[src/rtl/gkp_pkg.sv]
// Shared constants, types and register codes for the gap-keeping speed controller.
`default_nettype none

package gkp_pkg;

	// default widths of the speed and gap fields
	localparam int DATA_WIDTH_DEF = 24;
	localparam int FRAC_BITS_DEF  = 8;

	// gains are unsigned Q4.12
	localparam int GAIN_W    = 16;
	localparam int GAIN_FRAC = 12;

	// threshold and integral limit registers
	localparam int LIMIT_W = 23;

	// integral accumulator
	localparam int ACC_W = 32;

	// configuration port
	localparam int CFG_IDX_W  = 3;
	localparam int CFG_DATA_W = 23;

	// reset values: gains as raw Q4.12, limits in whole units
	localparam logic [GAIN_W-1:0] KP_RESET = 16'd8192;
	localparam logic [GAIN_W-1:0] KI_RESET = 16'd819;
	localparam logic [GAIN_W-1:0] KD_RESET = 16'd0;
	localparam int SLOW_SPEED_UNITS = 80;
	localparam int INT_LIMIT_UNITS  = 10;

	typedef enum logic [CFG_IDX_W-1:0] {
		CFG_KP_NORMAL   = 3'd0,
		CFG_KI_NORMAL   = 3'd1,
		CFG_KD_GAIN     = 3'd2,
		CFG_KP_SLOW     = 3'd3,
		CFG_KI_SLOW     = 3'd4,
		CFG_SLOW_THRESH = 3'd5,
		CFG_INT_LIMIT   = 3'd6
	} cfg_index_t;

	typedef struct packed {
		logic [GAIN_W-1:0]  kp_normal;
		logic [GAIN_W-1:0]  ki_normal;
		logic [GAIN_W-1:0]  kd_gain;
		logic [GAIN_W-1:0]  kp_slow;
		logic [GAIN_W-1:0]  ki_slow;
		logic [LIMIT_W-1:0] slow_speed_threshold;
		logic [LIMIT_W-1:0] integral_limit;
	} cfg_t;

endpackage

`default_nettype wire

[src/rtl/gkp_if.sv]
// Valid/ready channels for measurement items and command items.
`default_nettype none

interface gkp_meas_if import gkp_pkg::*; #(
	parameter int DATA_WIDTH = DATA_WIDTH_DEF
);
	logic                         valid;
	logic                         ready;
	logic signed [DATA_WIDTH-1:0] gap_measured;
	logic signed [DATA_WIDTH-1:0] gap_target;
	logic signed [DATA_WIDTH-1:0] leader_speed_a;
	logic signed [DATA_WIDTH-1:0] leader_speed_b;
	logic signed [DATA_WIDTH-1:0] own_speed;

	modport source (
		output valid, gap_measured, gap_target, leader_speed_a, leader_speed_b, own_speed,
		input  ready
	);
	modport sink (
		input  valid, gap_measured, gap_target, leader_speed_a, leader_speed_b, own_speed,
		output ready
	);
endinterface

interface gkp_cmd_if import gkp_pkg::*; #(
	parameter int DATA_WIDTH = DATA_WIDTH_DEF
);
	logic                         valid;
	logic                         ready;
	logic signed [DATA_WIDTH-1:0] speed_command;
	logic                         in_deadband;
	logic                         slow_gains_active;

	modport source (
		output valid, speed_command, in_deadband, slow_gains_active,
		input  ready
	);
	modport sink (
		input  valid, speed_command, in_deadband, slow_gains_active,
		output ready
	);
endinterface

`default_nettype wire

[src/rtl/gkp_cfg_regs.sv]
// Configuration register file: gains, low-speed threshold and integral limit.
`default_nettype none

module gkp_cfg_regs import gkp_pkg::*; #(
	parameter int FRAC_BITS = FRAC_BITS_DEF
) (
	input  wire logic                  clk,
	input  wire logic                  arst_n,
	input  wire logic                  cfg_we,
	input  wire logic [CFG_IDX_W-1:0]  cfg_index,
	input  wire logic [CFG_DATA_W-1:0] cfg_wdata,
	output cfg_t                       cfg
);

	localparam logic [LIMIT_W-1:0] THRESH_RESET = LIMIT_W'(SLOW_SPEED_UNITS << FRAC_BITS);
	localparam logic [LIMIT_W-1:0] LIMIT_RESET  = LIMIT_W'(INT_LIMIT_UNITS << FRAC_BITS);

	cfg_t cfg_q;

	// register writes; unknown indexes are ignored
	always_ff @(posedge clk or negedge arst_n) begin
		if (!arst_n) begin
			cfg_q.kp_normal            <= KP_RESET;
			cfg_q.ki_normal            <= KI_RESET;
			cfg_q.kd_gain              <= KD_RESET;
			cfg_q.kp_slow              <= KP_RESET;
			cfg_q.ki_slow              <= KI_RESET;
			cfg_q.slow_speed_threshold <= THRESH_RESET;
			cfg_q.integral_limit       <= LIMIT_RESET;
		end else if (cfg_we) begin
			unique case (cfg_index_t'(cfg_index))
				CFG_KP_NORMAL:   cfg_q.kp_normal            <= cfg_wdata[GAIN_W-1:0];
				CFG_KI_NORMAL:   cfg_q.ki_normal            <= cfg_wdata[GAIN_W-1:0];
				CFG_KD_GAIN:     cfg_q.kd_gain              <= cfg_wdata[GAIN_W-1:0];
				CFG_KP_SLOW:     cfg_q.kp_slow              <= cfg_wdata[GAIN_W-1:0];
				CFG_KI_SLOW:     cfg_q.ki_slow              <= cfg_wdata[GAIN_W-1:0];
				CFG_SLOW_THRESH: cfg_q.slow_speed_threshold <= cfg_wdata[LIMIT_W-1:0];
				CFG_INT_LIMIT:   cfg_q.integral_limit       <= cfg_wdata[LIMIT_W-1:0];
				default: ;
			endcase
		end
	end

	assign cfg = cfg_q;

endmodule

`default_nettype wire

[src/rtl/gkp_datapath.sv]
// Single-pass PID arithmetic: error, deadband, integral update, three terms, saturation.
`default_nettype none

module gkp_datapath import gkp_pkg::*; #(
	parameter int DATA_WIDTH = DATA_WIDTH_DEF,
	parameter int FRAC_BITS  = FRAC_BITS_DEF
) (
	input  wire cfg_t                         cfg,
	input  wire logic signed [DATA_WIDTH-1:0] gap_measured,
	input  wire logic signed [DATA_WIDTH-1:0] gap_target,
	input  wire logic signed [DATA_WIDTH-1:0] leader_speed_a,
	input  wire logic signed [DATA_WIDTH-1:0] leader_speed_b,
	input  wire logic signed [DATA_WIDTH-1:0] own_speed,
	input  wire logic signed [DATA_WIDTH-1:0] prev_err,
	input  wire logic signed [ACC_W-1:0]      err_sum,
	input  wire logic                         slow_latch,
	output logic signed [DATA_WIDTH-1:0]      prev_err_nxt,
	output logic signed [ACC_W-1:0]           err_sum_nxt,
	output logic                              slow_latch_nxt,
	output logic signed [DATA_WIDTH-1:0]      speed_command,
	output logic                              in_deadband
);

	localparam int W      = DATA_WIDTH;
	localparam int CMP_W  = ((W > LIMIT_W + 1) ? W : LIMIT_W + 1) + 1;
	localparam int SUM_W  = ((W > ACC_W) ? W : ACC_W) + 1;
	localparam int PW     = W + GAIN_W + 1;
	localparam int IPW    = ACC_W + GAIN_W + 1;
	localparam int CMD_W  = ((PW > IPW) ? PW : IPW) + 2;
	localparam logic signed [W+1:0] ONE = (W+2)'(1) << FRAC_BITS;
	localparam logic signed [W-1:0] DMAX = {1'b0, {(W-1){1'b1}}};
	localparam logic signed [W-1:0] DMIN = {1'b1, {(W-1){1'b0}}};
	localparam logic signed [ACC_W-1:0] AMAX = {1'b0, {(ACC_W-1){1'b1}}};
	localparam logic signed [ACC_W-1:0] AMIN = {1'b1, {(ACC_W-1){1'b0}}};

	logic signed [W-1:0]       vf;
	logic signed [CMP_W-1:0]   vf_c, thr_c;
	logic signed [16:0]        kp_s, ki_s, kd_s;
	logic signed [W:0]         err_w, diff_w;
	logic signed [W-1:0]       err, diff;
	logic signed [W+1:0]       err_e;
	logic                      dead;
	logic signed [ACC_W:0]     sum_c, lim_c;
	logic signed [SUM_W-1:0]   sum_w;
	logic signed [ACC_W-1:0]   sum_sat, sum_upd;
	logic signed [PW-1:0]      p_p, p_d, t_p, t_d;
	logic signed [IPW-1:0]     p_i, t_i;
	logic signed [CMD_W-1:0]   cmd_w;
	logic                      cmd_ovf;
	logic signed [W-1:0]       cmd_sat;

	// followed speed and sticky low-speed latch
	assign vf    = (leader_speed_a == leader_speed_b) ? leader_speed_a : own_speed;
	assign vf_c  = CMP_W'(vf);
	assign thr_c = CMP_W'({1'b0, cfg.slow_speed_threshold});
	assign slow_latch_nxt = slow_latch | (vf_c < thr_c);

	// gains after the latch update
	assign kp_s = {1'b0, slow_latch_nxt ? cfg.kp_slow : cfg.kp_normal};
	assign ki_s = {1'b0, slow_latch_nxt ? cfg.ki_slow : cfg.ki_normal};
	assign kd_s = {1'b0, cfg.kd_gain};

	// saturated gap error and deadband
	assign err_w = (W+1)'(gap_measured) - (W+1)'(gap_target);
	assign err   = (err_w[W] != err_w[W-1]) ? (err_w[W] ? DMIN : DMAX) : err_w[W-1:0];
	assign err_e = (W+2)'(err);
	assign dead  = (err_e < ONE) && (err_e > -ONE);

	// saturated derivative difference
	assign diff_w = (W+1)'(err) - (W+1)'(prev_err);
	assign diff   = (diff_w[W] != diff_w[W-1]) ? (diff_w[W] ? DMIN : DMAX) : diff_w[W-1:0];

	// gated integral with 32-bit saturation
	assign sum_c = (ACC_W+1)'(err_sum);
	assign lim_c = (ACC_W+1)'({1'b0, cfg.integral_limit});
	assign sum_w = SUM_W'(err_sum) + SUM_W'(err);
	always_comb begin
		if ((&sum_w[SUM_W-1:ACC_W-1]) || !(|sum_w[SUM_W-1:ACC_W-1])) begin
			sum_sat = sum_w[ACC_W-1:0];
		end else begin
			sum_sat = sum_w[SUM_W-1] ? AMIN : AMAX;
		end
	end
	assign sum_upd = (sum_c < lim_c) ? sum_sat : err_sum;

	// P, I and D terms, each floored after the gain shift
	assign p_p = PW'(kp_s) * PW'(err);
	assign p_i = IPW'(ki_s) * IPW'(sum_upd);
	assign p_d = PW'(kd_s) * PW'(diff);
	assign t_p = p_p >>> GAIN_FRAC;
	assign t_i = p_i >>> GAIN_FRAC;
	assign t_d = p_d >>> GAIN_FRAC;

	// command sum and saturation
	assign cmd_w   = CMD_W'(vf) + CMD_W'(t_p) + CMD_W'(t_i) + CMD_W'(t_d);
	assign cmd_ovf = !((&cmd_w[CMD_W-1:W-1]) || !(|cmd_w[CMD_W-1:W-1]));
	assign cmd_sat = cmd_ovf ? (cmd_w[CMD_W-1] ? DMIN : DMAX) : cmd_w[W-1:0];

	// deadband passes speed through and clears the integral
	assign speed_command = dead ? vf : cmd_sat;
	assign in_deadband   = dead;
	assign err_sum_nxt   = dead ? '0 : sum_upd;
	assign prev_err_nxt  = dead ? prev_err : err;

endmodule

`default_nettype wire

[src/rtl/gap_keeping_pid_speed_top.sv]
// Top level of the gap-keeping PID speed controller.
// Takes one measurement item per clock while cmd is not stalled and returns one speed
// command per item. Each item sits in an input register, passes the error, deadband,
// integral update and the three gain multiplies in one combinational pass, and lands in
// a result register. Throughput is one item per cycle while cmd is not stalled, set by
// that single pass, since the integral, previous error and low-speed latch of one item
// feed the next. While a finished command waits on the output, the input register can
// take one more item and then stalls the input. The user must write gains and limits
// through the cfg port only while no item is in flight; the block does not enforce it.
// The slow-gain latch, once set by a followed speed under the threshold, holds until reset.
`default_nettype none

module gap_keeping_pid_speed_top import gkp_pkg::*; #(
	parameter int DATA_WIDTH = DATA_WIDTH_DEF,
	parameter int FRAC_BITS  = FRAC_BITS_DEF
) (
	input  wire logic                  clk,
	input  wire logic                  arst_n,
	input  wire logic                  cfg_we,
	input  wire logic [CFG_IDX_W-1:0]  cfg_index,
	input  wire logic [CFG_DATA_W-1:0] cfg_wdata,
	gkp_meas_if.sink                   meas,
	gkp_cmd_if.source                  cmd
);

	localparam int W = DATA_WIDTH;

	cfg_t cfg;

	logic                valid_s1;
	logic signed [W-1:0] gap_measured_s1, gap_target_s1;
	logic signed [W-1:0] leader_speed_a_s1, leader_speed_b_s1, own_speed_s1;

	logic                valid_s2;
	logic signed [W-1:0] speed_command_s2;
	logic                in_deadband_s2, slow_gains_active_s2;

	logic signed [W-1:0]     prev_err_q;
	logic signed [ACC_W-1:0] err_sum_q;
	logic                    slow_latch_q;

	logic signed [W-1:0]     prev_err_nxt;
	logic signed [ACC_W-1:0] err_sum_nxt;
	logic                    slow_latch_nxt;
	logic signed [W-1:0]     speed_command_nxt;
	logic                    in_deadband_nxt;

	logic accept, advance;

	gkp_cfg_regs #(
		.FRAC_BITS (FRAC_BITS)
	) u_cfg_regs (
		.clk       (clk),
		.arst_n    (arst_n),
		.cfg_we    (cfg_we),
		.cfg_index (cfg_index),
		.cfg_wdata (cfg_wdata),
		.cfg       (cfg)
	);

	// handshake: stage 1 moves on when the result register is free or being drained
	assign advance    = valid_s1 && (!valid_s2 || cmd.ready);
	assign meas.ready = !valid_s1 || advance;
	assign accept     = meas.valid && meas.ready;

	// input register
	always_ff @(posedge clk or negedge arst_n) begin
		if (!arst_n) begin
			valid_s1 <= 1'b0;
		end else if (accept) begin
			valid_s1 <= 1'b1;
		end else if (advance) begin
			valid_s1 <= 1'b0;
		end
	end

	always_ff @(posedge clk) begin
		if (accept) begin
			gap_measured_s1   <= meas.gap_measured;
			gap_target_s1     <= meas.gap_target;
			leader_speed_a_s1 <= meas.leader_speed_a;
			leader_speed_b_s1 <= meas.leader_speed_b;
			own_speed_s1      <= meas.own_speed;
		end
	end

	gkp_datapath #(
		.DATA_WIDTH (DATA_WIDTH),
		.FRAC_BITS  (FRAC_BITS)
	) u_datapath (
		.cfg            (cfg),
		.gap_measured   (gap_measured_s1),
		.gap_target     (gap_target_s1),
		.leader_speed_a (leader_speed_a_s1),
		.leader_speed_b (leader_speed_b_s1),
		.own_speed      (own_speed_s1),
		.prev_err       (prev_err_q),
		.err_sum        (err_sum_q),
		.slow_latch     (slow_latch_q),
		.prev_err_nxt   (prev_err_nxt),
		.err_sum_nxt    (err_sum_nxt),
		.slow_latch_nxt (slow_latch_nxt),
		.speed_command  (speed_command_nxt),
		.in_deadband    (in_deadband_nxt)
	);

	// controller state commits when an item leaves stage 1
	always_ff @(posedge clk or negedge arst_n) begin
		if (!arst_n) begin
			prev_err_q   <= '0;
			err_sum_q    <= '0;
			slow_latch_q <= 1'b0;
		end else if (advance) begin
			prev_err_q   <= prev_err_nxt;
			err_sum_q    <= err_sum_nxt;
			slow_latch_q <= slow_latch_nxt;
		end
	end

	// result register
	always_ff @(posedge clk or negedge arst_n) begin
		if (!arst_n) begin
			valid_s2 <= 1'b0;
		end else if (advance) begin
			valid_s2 <= 1'b1;
		end else if (cmd.ready) begin
			valid_s2 <= 1'b0;
		end
	end

	always_ff @(posedge clk) begin
		if (advance) begin
			speed_command_s2     <= speed_command_nxt;
			in_deadband_s2       <= in_deadband_nxt;
			slow_gains_active_s2 <= slow_latch_nxt;
		end
	end

	assign cmd.valid             = valid_s2;
	assign cmd.speed_command     = speed_command_s2;
	assign cmd.in_deadband       = in_deadband_s2;
	assign cmd.slow_gains_active = slow_gains_active_s2;

endmodule

`default_nettype wire

[src/flat_wrapper.sv]
// flat-port wrapper written by rule: the top's interface ports become plain ports
module gap_keeping_pid_speed_top_flat import gkp_pkg::*;
#(
	parameter int DATA_WIDTH = DATA_WIDTH_DEF,
	parameter int FRAC_BITS  = FRAC_BITS_DEF
)
  (clk, arst_n, cfg_we, cfg_index, cfg_wdata, meas_valid, meas_gap_measured, meas_gap_target, meas_leader_speed_a, meas_leader_speed_b, meas_own_speed, meas_ready, cmd_valid, cmd_speed_command, cmd_in_deadband, cmd_slow_gains_active, cmd_ready);
  gkp_meas_if #(.DATA_WIDTH(DATA_WIDTH)) meas_i ();
  gkp_cmd_if #(.DATA_WIDTH(DATA_WIDTH)) cmd_i ();
  input  wire logic clk;
  input  wire logic arst_n;
  input  wire logic cfg_we;
  input  wire logic [CFG_IDX_W-1:0] cfg_index;
  input  wire logic [CFG_DATA_W-1:0] cfg_wdata;
  input wire logic [$bits(meas_i.valid)-1:0] meas_valid;
  input wire logic [$bits(meas_i.gap_measured)-1:0] meas_gap_measured;
  input wire logic [$bits(meas_i.gap_target)-1:0] meas_gap_target;
  input wire logic [$bits(meas_i.leader_speed_a)-1:0] meas_leader_speed_a;
  input wire logic [$bits(meas_i.leader_speed_b)-1:0] meas_leader_speed_b;
  input wire logic [$bits(meas_i.own_speed)-1:0] meas_own_speed;
  output wire logic [$bits(meas_i.ready)-1:0] meas_ready;
  output wire logic [$bits(cmd_i.valid)-1:0] cmd_valid;
  output wire logic [$bits(cmd_i.speed_command)-1:0] cmd_speed_command;
  output wire logic [$bits(cmd_i.in_deadband)-1:0] cmd_in_deadband;
  output wire logic [$bits(cmd_i.slow_gains_active)-1:0] cmd_slow_gains_active;
  input wire logic [$bits(cmd_i.ready)-1:0] cmd_ready;
  assign meas_i.valid = meas_valid;
  assign meas_i.gap_measured = meas_gap_measured;
  assign meas_i.gap_target = meas_gap_target;
  assign meas_i.leader_speed_a = meas_leader_speed_a;
  assign meas_i.leader_speed_b = meas_leader_speed_b;
  assign meas_i.own_speed = meas_own_speed;
  assign meas_ready = meas_i.ready;
  assign cmd_valid = cmd_i.valid;
  assign cmd_speed_command = cmd_i.speed_command;
  assign cmd_in_deadband = cmd_i.in_deadband;
  assign cmd_slow_gains_active = cmd_i.slow_gains_active;
  assign cmd_i.ready = cmd_ready;
  gap_keeping_pid_speed_top #(.DATA_WIDTH(DATA_WIDTH), .FRAC_BITS(FRAC_BITS)) u_core (.clk(clk), .arst_n(arst_n), .cfg_we(cfg_we), .cfg_index(cfg_index), .cfg_wdata(cfg_wdata), .meas(meas_i), .cmd(cmd_i));
endmodule
[config.mk]
export PLATFORM = sky130hd
export DESIGN_NAME = gap_keeping_pid_speed_top_flat
export DESIGN_NICKNAME = d
export VERILOG_FILES = /design/src/rtl/gkp_pkg.sv /design/src/rtl/gkp_if.sv /design/src/rtl/gkp_cfg_regs.sv /design/src/rtl/gkp_datapath.sv /design/src/rtl/gap_keeping_pid_speed_top.sv /design/src/flat_wrapper.sv
export SDC_FILE = /design/constraint.sdc
export NUM_CORES = 2
export LEC_CHECK = 0
export ABC_AREA = 0
export BUFFER_PORTS_ARGS = -buffer_cell sky130_fd_sc_hd__buf_2
export CAP_MARGIN = 20
export CORE_MARGIN = 1.5
export CORE_UTILIZATION = 55
export DETAILED_ROUTE_END_ITERATION = 8
export PLACE_DENSITY = 0.78
export SLEW_MARGIN = 0
export SYNTH_ARGS = -nofsm -noshare
export SYNTH_HDL_FRONTEND = slang
export SYNTH_HIERARCHICAL = 1
export SYNTH_SLANG_ARGS = --single-unit
[constraint.sdc]
create_clock -name clk -period 47.9 [get_ports clk]
set_clock_uncertainty 0.15 [all_clocks]
set_input_delay 9.58 -clock clk [delete_from_list [all_inputs] [get_ports clk]]
set_output_delay 9.58 -clock clk [all_outputs]
set_load 0.01 [all_outputs]
==> impl_metrics.ini <==
[clock_network]
cts_tree = done
clk_pin_slew_ps = 70
cts_made_buffers = 41
postCtsSetupBuffers = 0
h-tree-depth = 2
clock_latency_ps = 610
cts.hold.buffers_added = 0
cts_resized = 0
cts_buffer_depth = 3
root_buffer = clkbuf_16
clock_sinks = 331

[floorplan]
core_area_mm2 = 0.1220
die_w_um = 354.1
initial_core_util_pct = 55.57
ios = 179
die_y_um = 354.1
dieArea_mm2 = 0.1254
rows = 128

[synthesis]
synth_warnings = 6
synth-seq-cells = 331
postSynthAreaPerCell_um2 = 9.263
netlist_instances = 7321
synth_seq_area_share_pct = 13.33
ys.flop_type = dfrtp_1
async_flop_share_pct = 55.89
synth-edff-count = 146
syn_nets = 9257
mappedNetlistArea_mm2 = 0.06781
synth.distinct_cells = 104

[sta]
hold_violations = 0
setup_viol = 0
slew_violations = 0
period_share_pct = 45.80
rsz0062_at_grt = no
relSlewSlack_pct = 21.00
max_freq_ghz = 0.04559
post-route-min-period_ps = 21940
tightestPinTransition_ps = 1175
setup_tns_ps = 0

[setup_path]
start_kind = flip-flop
critPathKind = reg2reg
cp.required_ps = 48120
path_max_fanout = 26
arrival_ps = 22160
regToRegSetupSlack_ps = 25960
cp_slowest_cell = ha_1
cpPeakStageDelay_ps = 850
cp_common_cell = fa_1
cp-end-kind = flip-flop

[run]
maxCapViolations = 0

[drt]
first_iter_violations = 4215
antenna_left = 0
vias = 51100
wl_per_cell_um = 20.74
drc_errors = 0
routed_wl_mm = 187.1
vias_per_cell = 5.663
firstDrtPassIters = 6

[grt]
grt_pass1_wl_mm = 300.1
grt_max_degree = 99
grt_util_all_layers_pct = 30.71
grt_overflow = 0
antenna_found_initial = 6
grt_pass1_vias = 54530

[placed_design]
io_buffers = 178
place_hpwl_mm = 149.8
routabilityCongestion = 0.9548

[layout]
layout-drive-gt1-share_pct = 8.964
nets = 9299
fillers = 10380
syn_to_final_growth_pct = 5.637

[status]
status = completed

[min_path]
hold_class = reg2reg
[registers in the layout, summed over array words and instances, names as in the netlist]
signal and flops:
u_core/cmd.in_deadband 1, u_core/cmd.valid 1, u_core/cmd.slow_gains_active 1, u_core/u_cfg_regs/cfg 126, u_core/gap_target_s1 24, u_core/gap_measured_s1 24, u_core/leader_speed_a_s1 24, u_core/prev_err_q 24
u_core/slow_latch_q 1, u_core/leader_speed_b_s1 24, u_core/own_speed_s1 24, u_core/err_sum_q 32, u_core/cmd.speed_command 24, u_core/valid_s1 1
[metrics by stage]
stage | std cells | util (%) | setup slack (ps) | instance area (um2) | hold slack, ps
floorplan | 7321 | - | 28380 | 67810 | 323.6
global placement | 8941 | 57.51 | 26920 | 70180 | 332.3
detailed placement | 8942 | 57.52 | 26400 | 70190 | 337.2
CTS | 9018 | 58.66 | 26350 | 71580 | 351.9
global route | 9021 | 58.69 | 24530 | 71630 | 366.6
finish | 9023 | 58.70 | 25960 | 71630 | 354.1
[layout make-up]
class | instances | area (um2) | share of cell area (%)
diodes | 2 | 5.005 | 0.006987
clock buffers | 47 | 1080 | 1.507
clock inverters | 29 | 310.3 | 0.4332
inverters | 1744 | 6546 | 9.139
multi-input cells | 4980 | 51040 | 71.26
flip-flops and latches | 331 | 9036 | 12.61
well taps | 1625 | 2033 | 2.838
repair buffers | 265 | 1580 | 2.206
[cell families after synthesis]
family,after synthesis,synth area share [%]
muxes,272,4.557
AOI/OAI and AO/OA,717,7.008
buffers and inverters,2010,11.53
xor gates and xnor gates,209,2.699
adders and majority gates,1801,47.63
DFF,331,13.33
and+or+nand+nor,1981,13.25
[layer usage]
| metal | GRT usage (%) | up-vias | wire [um] |
|---|---|---|---|
| met5 | 0 | - | 13 |
| li1 | - | 22330 | - |
| met3 | 6.684 | 510 | 18290 |
| met1 | 40.63 | 25890 | 72930 |
| met2 | 49.28 | 2367 | 87180 |
| met4 | 12.44 | 2 | 8723 |
[worst max-delay path: cells and delay by family, from the launching register on]
kind,cells,cell delay (ps)
AOI/OAI and AO/OA,34,9000
adders and majority gates,14,7330
and+or+nand+nor,13,3070
buffers and inverters,7,1310
DFF,1,430
xor gates and xnor gates,3,380
[worst paths after layout]
check,end,from,depth (start not counted)
setup reg to reg,u_core/cmd.speed_command[3]$_DFFE_PP_,u_core/gap_measured_s1[1]$_DFFE_PP_,71
setup / recovery,u_core/cmd.speed_command[3]$_DFFE_PP_,u_core/gap_measured_s1[1]$_DFFE_PP_,71
hold / removal,u_core/u_cfg_regs/cfg[69]$_DFFE_PN0P_,u_core/u_cfg_regs/cfg[69]$_DFFE_PN0P_,1
hold reg to reg,u_core/u_cfg_regs/cfg[69]$_DFFE_PN0P_,u_core/u_cfg_regs/cfg[69]$_DFFE_PN0P_,1
min in group asynchronous,u_core/valid_s1$_DFFE_PN0P_,arst_n,1
max in group asynchronous,u_core/prev_err_q[12]$_DFFE_PN0P_,arst_n,2
[cell usage after synthesis, types with 44 or more instances]
| library cell | n | area share [%] |
|---|---|---|
| xnor2_1 | 122 | 1.6 |
| buf_2 | 121 | 0.89 |
| a21o_1 | 105 | 1.2 |
| inv_1 | 1738 | 9.6 |
| nand3_1 | 45 | 0.33 |
| o21ai_0 | 112 | 0.83 |
| clkbuf_1 | 124 | 0.69 |
| xor2_1 | 87 | 1.1 |
| nand2b_1 | 46 | 0.42 |
| and2_1 | 231 | 2.1 |
| dfrtp_1 | 167 | 6.2 |
| fa_1 | 1306 | 39 |
| mux2i_1 | 47 | 0.69 |
| ha_1 | 479 | 8.8 |
| nor2b_1 | 78 | 0.72 |
| nor3_1 | 44 | 0.32 |
| edfxtp_1 | 146 | 6.5 |
| a21oi_1 | 232 | 1.7 |
| mux2_2 | 204 | 3.4 |
| nor2_1 | 465 | 2.6 |
| nand2_1 | 915 | 5.1 |
[cells in the final DEF (no fill, tap or decap), types with 146 or more instances in the layout]
cell and instances:
a21oi_1 231, and2_1 230, buf_2 177, dfrtp_1 167, edfxtp_1 146, fa_1 1306
ha_1 479, inv_1 1738, mux2_2 204, nand2_1 915, nor2_1 465
Power is left out: the tool's default activity adds up to more than one toggle a clock period on the data nets, which glitch-free logic cannot reach.
